`src/kss_pkg.sv`:
```
// shared types, operation codes and the control program of the rank selector
package kss_pkg;

    // fixed field widths of the transactions
    localparam int VALUE_W = 16;
    localparam int RANK_W  = 10;

    // input transaction
    typedef struct packed {
        logic signed [VALUE_W-1:0] element_value;
        logic                      last_element;
        logic [RANK_W-1:0]         rank;
    } t_in_item;

    // result transaction
    typedef struct packed {
        logic signed [VALUE_W-1:0] selected_value;
        logic                      rank_clipped;
        logic                      overflow;
    } t_out_item;

    // datapath operations
    localparam int OP_W = 3;
    localparam logic [OP_W-1:0] OP_LOAD    = 3'd0;
    localparam logic [OP_W-1:0] OP_PIVRD   = 3'd1;
    localparam logic [OP_W-1:0] OP_PIVCAP  = 3'd2;
    localparam logic [OP_W-1:0] OP_COUNT   = 3'd3;
    localparam logic [OP_W-1:0] OP_DECIDE  = 3'd4;
    localparam logic [OP_W-1:0] OP_COMPACT = 3'd5;
    localparam logic [OP_W-1:0] OP_NEXT    = 3'd6;
    localparam logic [OP_W-1:0] OP_EMIT    = 3'd7;

    // sequencing conditions
    localparam int COND_W = 2;
    localparam logic [COND_W-1:0] C_NEXT = 2'd0;
    localparam logic [COND_W-1:0] C_GOTO = 2'd1;
    localparam logic [COND_W-1:0] C_HOLD = 2'd2;
    localparam logic [COND_W-1:0] C_HIT  = 2'd3;

    // program steps
    localparam int PC_W = 3;
    localparam logic [PC_W-1:0] ST_LOAD    = 3'd0;
    localparam logic [PC_W-1:0] ST_PIVRD   = 3'd1;
    localparam logic [PC_W-1:0] ST_PIVCAP  = 3'd2;
    localparam logic [PC_W-1:0] ST_COUNT   = 3'd3;
    localparam logic [PC_W-1:0] ST_DECIDE  = 3'd4;
    localparam logic [PC_W-1:0] ST_COMPACT = 3'd5;
    localparam logic [PC_W-1:0] ST_NEXT    = 3'd6;
    localparam logic [PC_W-1:0] ST_EMIT    = 3'd7;

    // one control word
    typedef struct packed {
        logic [OP_W-1:0]   op;
        logic [COND_W-1:0] cond;
        logic [PC_W-1:0]   target;
    } t_uword;

    // control from sequencer to datapath
    typedef struct packed {
        logic [OP_W-1:0] op;
    } t_ctl;

    // status from datapath to sequencer
    typedef struct packed {
        logic hold;
        logic hit;
    } t_flags;

    // control store: hold means stay on the step, else go to target
    function automatic t_uword uop_rom(input logic [PC_W-1:0] pc);
        t_uword w;
        case (pc)
            ST_LOAD:    w = '{op: OP_LOAD,    cond: C_HOLD, target: ST_PIVRD};
            ST_PIVRD:   w = '{op: OP_PIVRD,   cond: C_NEXT, target: ST_LOAD};
            ST_PIVCAP:  w = '{op: OP_PIVCAP,  cond: C_NEXT, target: ST_LOAD};
            ST_COUNT:   w = '{op: OP_COUNT,   cond: C_HOLD, target: ST_DECIDE};
            ST_DECIDE:  w = '{op: OP_DECIDE,  cond: C_HIT,  target: ST_EMIT};
            ST_COMPACT: w = '{op: OP_COMPACT, cond: C_HOLD, target: ST_NEXT};
            ST_NEXT:    w = '{op: OP_NEXT,    cond: C_GOTO, target: ST_PIVRD};
            ST_EMIT:    w = '{op: OP_EMIT,    cond: C_HOLD, target: ST_LOAD};
            default:    w = '{op: OP_LOAD,    cond: C_GOTO, target: ST_LOAD};
        endcase
        return w;
    endfunction

endpackage

```
`src/kss_seq.sv`:
```
// step counter and control store of the selection program
module kss_seq (
    input  logic            i_clk,
    input  logic            i_rst_n,
    input  kss_pkg::t_flags i_flags,
    output kss_pkg::t_ctl   o_ctl
);

    logic [kss_pkg::PC_W-1:0] r_pc;
    logic [kss_pkg::PC_W-1:0] n_pc;
    kss_pkg::t_uword          w_uw;

    assign w_uw     = kss_pkg::uop_rom(r_pc);
    assign o_ctl.op = w_uw.op;

    // next step selection
    always_comb begin
        case (w_uw.cond)
            kss_pkg::C_NEXT: n_pc = r_pc + kss_pkg::PC_W'(1);
            kss_pkg::C_GOTO: n_pc = w_uw.target;
            kss_pkg::C_HOLD: n_pc = i_flags.hold ? r_pc : w_uw.target;
            kss_pkg::C_HIT:  n_pc = i_flags.hit ? w_uw.target : r_pc + kss_pkg::PC_W'(1);
            default:         n_pc = kss_pkg::ST_LOAD;
        endcase
    end

    // step counter
    always_ff @(posedge i_clk) begin
        if (!i_rst_n) begin
            r_pc <= kss_pkg::ST_LOAD;
        end else begin
            r_pc <= n_pc;
        end
    end

endmodule

```
`config.mk`:
```
export PLATFORM = sky130hd
export DESIGN_NAME = kss_seq
export DESIGN_NICKNAME = d
export VERILOG_FILES = /design/src/kss_pkg.sv /design/src/kss_seq.sv
export SDC_FILE = /design/constraint.sdc
export NUM_CORES = 1
export LEC_CHECK = 0
export BUFFER_PORTS_ARGS = -buffer_cell sky130_fd_sc_hd__buf_2
export CAP_MARGIN = 5
export CORE_AREA = 4 4 41 43
export DETAILED_ROUTE_END_ITERATION = 8
export DIE_AREA = 0 0 45 47
export MAX_ROUTING_LAYER = met4
export PLACE_DENSITY = 0.64
export RECOVER_POWER = 100
export SLEW_MARGIN = 20
export SYNTH_ARGS = -nofsm -noshare
export SYNTH_HDL_FRONTEND = slang
export SYNTH_SLANG_ARGS = --single-unit
```
`constraint.sdc`:
```
create_clock -name i_clk -period 2.65 [get_ports i_clk]
set_clock_uncertainty 0.15 [all_clocks]
set_input_delay 0.53 -clock i_clk [delete_from_list [all_inputs] [get_ports i_clk]]
set_output_delay 0.53 -clock i_clk [all_outputs]
set_load 0.005 [all_outputs]
```
==> flow_results.xml <==
<?xml version="1.0" encoding="UTF-8"?>
<metrics>
  <group name="timing">
    <metric name="tightest_slew" unit="ns">0.6440</metric>
    <metric name="setup-violations-final" unit="">0</metric>
    <metric name="final.min_clock_period" unit="ns">2.107</metric>
    <metric name="max_slew_violation_count" unit="">0</metric>
    <metric name="grt_setup_unrepaired" unit="">false</metric>
    <metric name="worst_slack" unit="ns">0.5428</metric>
    <metric name="maxClockFrequency" unit="GHz">0.4746</metric>
    <metric name="slew_limit_headroom" unit="">0.5687</metric>
    <metric name="timing_hold_violations_final" unit="">0</metric>
    <metric name="period_share" unit="">0.7952</metric>
    <metric name="setup-tns-final" unit="ns">0</metric>
  </group>
  <group name="floorplan">
    <metric name="initial_core_util" unit="">0.4375</metric>
    <metric name="rows" unit="">13</metric>
    <metric name="floorplan.die.height" unit="um">47</metric>
    <metric name="io-pin-count" unit="">7</metric>
    <metric name="fp.dieW" unit="um">45</metric>
    <metric name="die_area" unit="sq um">2115</metric>
    <metric name="design.core.area" unit="sq um">1301</metric>
  </group>
  <group name="routing">
    <metric name="wl_per_cell" unit="um">11.08</metric>
    <metric name="initialDrtViolationCount" unit="">1</metric>
    <metric name="post_drt_via_cell_ratio" unit="">4.872</metric>
    <metric name="detail_route.first_pass.iterations" unit="">4</metric>
    <metric name="route.antenna.remaining_nets" unit="">0</metric>
    <metric name="detail_route.drc_violations" unit="">0</metric>
    <metric name="wl" unit="um">864</metric>
    <metric name="vias" unit="">380</metric>
  </group>
  <group name="worst_hold_path">
    <metric name="holdCritPathClass" unit="">reg -&gt; reg</metric>
    <metric name="min_from" unit="">w_uw[2]$_DFF_P_</metric>
  </group>
  <group name="synth">
    <metric name="ys_top_cells_by_area" unit="">dfxtp_1 (39%), ha_1 (15%), mux2i_1 (5.3%)</metric>
    <metric name="synth-warning-count" unit="">0</metric>
    <metric name="number_of_storage_elements_in_the_synthesis_netlist" unit="">11</metric>
    <metric name="synth.top_cell.area_share" unit="">0.3868</metric>
    <metric name="ys_types" unit="">21</metric>
    <metric name="syn-instance-count" unit="">56</metric>
    <metric name="yosysTopAreaCell" unit="">dfxtp_1</metric>
    <metric name="postSynthNetCount" unit="">67</metric>
    <metric name="synthesis.area_per_instance" unit="sq um">10.17</metric>
    <metric name="synth_sequential_area_ratio" unit="">0.3868</metric>
    <metric name="synthesis.area" unit="sq um">569.3</metric>
  </group>
  <group name="outcome">
    <metric name="outcome" unit="">finished, final reports clean</metric>
  </group>
  <group name="power">
    <metric name="clock_power_share" unit="">0.217</metric>
    <metric name="power_report.internal_total" unit="uW">357.0</metric>
    <metric name="seqPwrFrac" unit="">0.426</metric>
    <metric name="power-per-cell-area" unit="nW/um^2">883.3</metric>
    <metric name="worst_ir_drop_vdd" unit="mV">0.3183</metric>
    <metric name="cellLeakagePower" unit="nW">0.2746</metric>
    <metric name="totalPowerFinal" unit="uW">534.9</metric>
    <metric name="switchingPower" unit="uW">177.9</metric>
    <metric name="power.share.combinational" unit="">0.358</metric>
    <metric name="power_switching_share" unit="">0.3327</metric>
  </group>
  <group name="cells_and_area">
    <metric name="fillerInstances" unit="">138</metric>
    <metric name="footprint_of_the_multi_input_gates" unit="sq um">289.0</metric>
    <metric name="fin_cells" unit="">78</metric>
    <metric name="final_net_count" unit="">75</metric>
    <metric name="drive_gt1_frac" unit="">0.1587</metric>
    <metric name="register_area" unit="sq um">220.2</metric>
    <metric name="layout_overhead_on_the_synthesized_area" unit="%">6.374</metric>
    <metric name="layout.cells.most_common_list" unit="">dfxtp_1 (11), ha_1 (7), inv_1 (6)</metric>
    <metric name="antennaDiodeCount" unit="">0</metric>
    <metric name="layout.cells.most_common" unit="">dfxtp_1</metric>
    <metric name="final_area" unit="sq um">605.6</metric>
  </group>
  <group name="clock_network">
    <metric name="cts_root_buf" unit="">clkbuf_4</metric>
    <metric name="tritoncts" unit="">built</metric>
    <metric name="number_of_h_tree_levels" unit="">1</metric>
    <metric name="tritoncts.num_buffers" unit="">3</metric>
    <metric name="clock-sinks" unit="">11</metric>
    <metric name="cts.repair.resized" unit="">0</metric>
    <metric name="post_cts_clock_slew_at_the_launch_and_capture_registers_of_the_worst_setup_and_hold_paths" unit="ns">0.07</metric>
    <metric name="clk-insertion-delay-late" unit="ns">0.27</metric>
    <metric name="post-cts-setup-buffers" unit="">0</metric>
    <metric name="ctsHoldBuffers" unit="">0</metric>
    <metric name="clock_tree.buffer_depth" unit="">2</metric>
  </group>
  <group name="critical_path">
    <metric name="worstSetupStartpointType" unit="">register</metric>
    <metric name="setup.worst_path.start" unit="">w_uw[4]$_DFF_P_</metric>
    <metric name="critical_path.endpoint_type" unit="">register</metric>
    <metric name="r2r-start" unit="">w_uw[4]$_DFF_P_</metric>
    <metric name="cp_max_fo" unit="">6</metric>
    <metric name="worst-endpoint-arrival" unit="ns">2.16</metric>
    <metric name="worstPathRequired" unit="ns">2.71</metric>
    <metric name="timing.setup.critical_path_class" unit="">reg -&gt; reg</metric>
  </group>
  <group name="grt">
    <metric name="wire_length_of_the_first_global_routing_pass" unit="um">1435</metric>
    <metric name="antenna_violations_before_repair" unit="">0</metric>
    <metric name="grt_util_all_layers" unit="">0.1058</metric>
    <metric name="grt_remaining_overflow" unit="">0</metric>
    <metric name="first_global_vias" unit="">346</metric>
    <metric name="grt_start_max_net_pins" unit="">8</metric>
  </group>
  <group name="place">
    <metric name="dpl_ws" unit="ns">0.5658</metric>
    <metric name="dpl.cell_count" unit="">74</metric>
    <metric name="gpl.final_weighted_congestion" unit="">0.6900</metric>
    <metric name="dpl_cell_area" unit="sq um">595.6</metric>
    <metric name="detailed_place_hpwl" unit="um">650.8</metric>
    <metric name="buffers_on_ports" unit="">6</metric>
  </group>
  <group name="flow_run">
    <metric name="max-cap-violations" unit="">0</metric>
  </group>
</metrics>
-- worst max-delay path, stage by stage, from the launching register on --
cell,delay [ns]
dfxtp_1,0.37
ha_1,0.19
or3b_1,0.35
a31o_1,0.22
a31oi_1,0.52
mux2i_1,0.25
-- stage by stage --
step / utilization / hold WS [ns]
CTS: 0.4779 / 0.3967
global route: 0.4654 / 0.4050
detailed placement: 0.4577 / 0.4435
finish: 0.4654 / 0.3795
global placement: 0.4577 / 0.4300
floorplan: - / 0.4038
-- power groups by stage --
stage,logic [mW],registers (mW),clock network (mW)
4_1_cts,0.203,0.228,0.119
2_1_floorplan,0.169,0.227,0
3_3_place_gp,0.197,0.232,0
3_5_place_dp,0.201,0.232,0
6_report,0.191,0.228,0.116
5_1_grt,0.228,0.232,0.124
-- cells in the mapped netlist --
library cell / n
a31o_1: 1
o21ai_0: 1
dfxtp_1: 11
a31oi_1: 3
o21bai_1: 1
nor2_1: 2
a21o_2: 1
or3b_1: 1
o2111ai_1: 1
nand4b_1: 1
nand2_1: 3
or2b_1: 1
nand3b_1: 2
and2b_2: 1
ha_1: 7
buf_4: 3
and2b_1: 2
inv_1: 6
mux2i_1: 3
a31oi_4: 1
and2_1: 4
-- path summary, 6_finish.rpt --
kind                                              to  slack [ns]  depth (start not counted)
worst min register to register  r_pc[2]$_SDFFE_PN0N_        0.38                          2
worst min-delay path            r_pc[2]$_SDFFE_PN0N_        0.38                          2
worst max-delay path                 w_uw[2]$_DFF_P_        0.54                          5
worst max register to register       w_uw[2]$_DFF_P_        0.54                          5
-- final cells by class --
type / instances / share of cell area
multi-input combinational: 36 / 0.4773
sequential: 11 / 0.3636
timing repair buffer: 6 / 0.04752
clock buffer: 4 / 0.04339
inverter: 6 / 0.03719
tap: 15 / 0.03099
-- sequential cells by signal, indices dropped and copies added (netlist names) --
register	cells
w_uw	8
r_pc	3
-- cells by family after synthesis --
family | count (synthesis) | share of synthesized area
AOI/OAI and AO/OA | 9 | 0.1385
adders and majority gates | 7 | 0.1538
buffers and inverters | 9 | 0.07912
DFF | 11 | 0.3868
muxes | 3 | 0.05275
and+or+nand+nor | 17 | 0.1890
-- layer usage --
layer  up-vias  wire length [um]  global-route usage
li1        200                 -                   -
met1       170               384             0.09700
met2         6               404              0.1695
met3         4                50             0.05747
met4         0                23             0.07018
met5         -                 0                   -
Note: power is estimated with default switching activity, not from simulation.
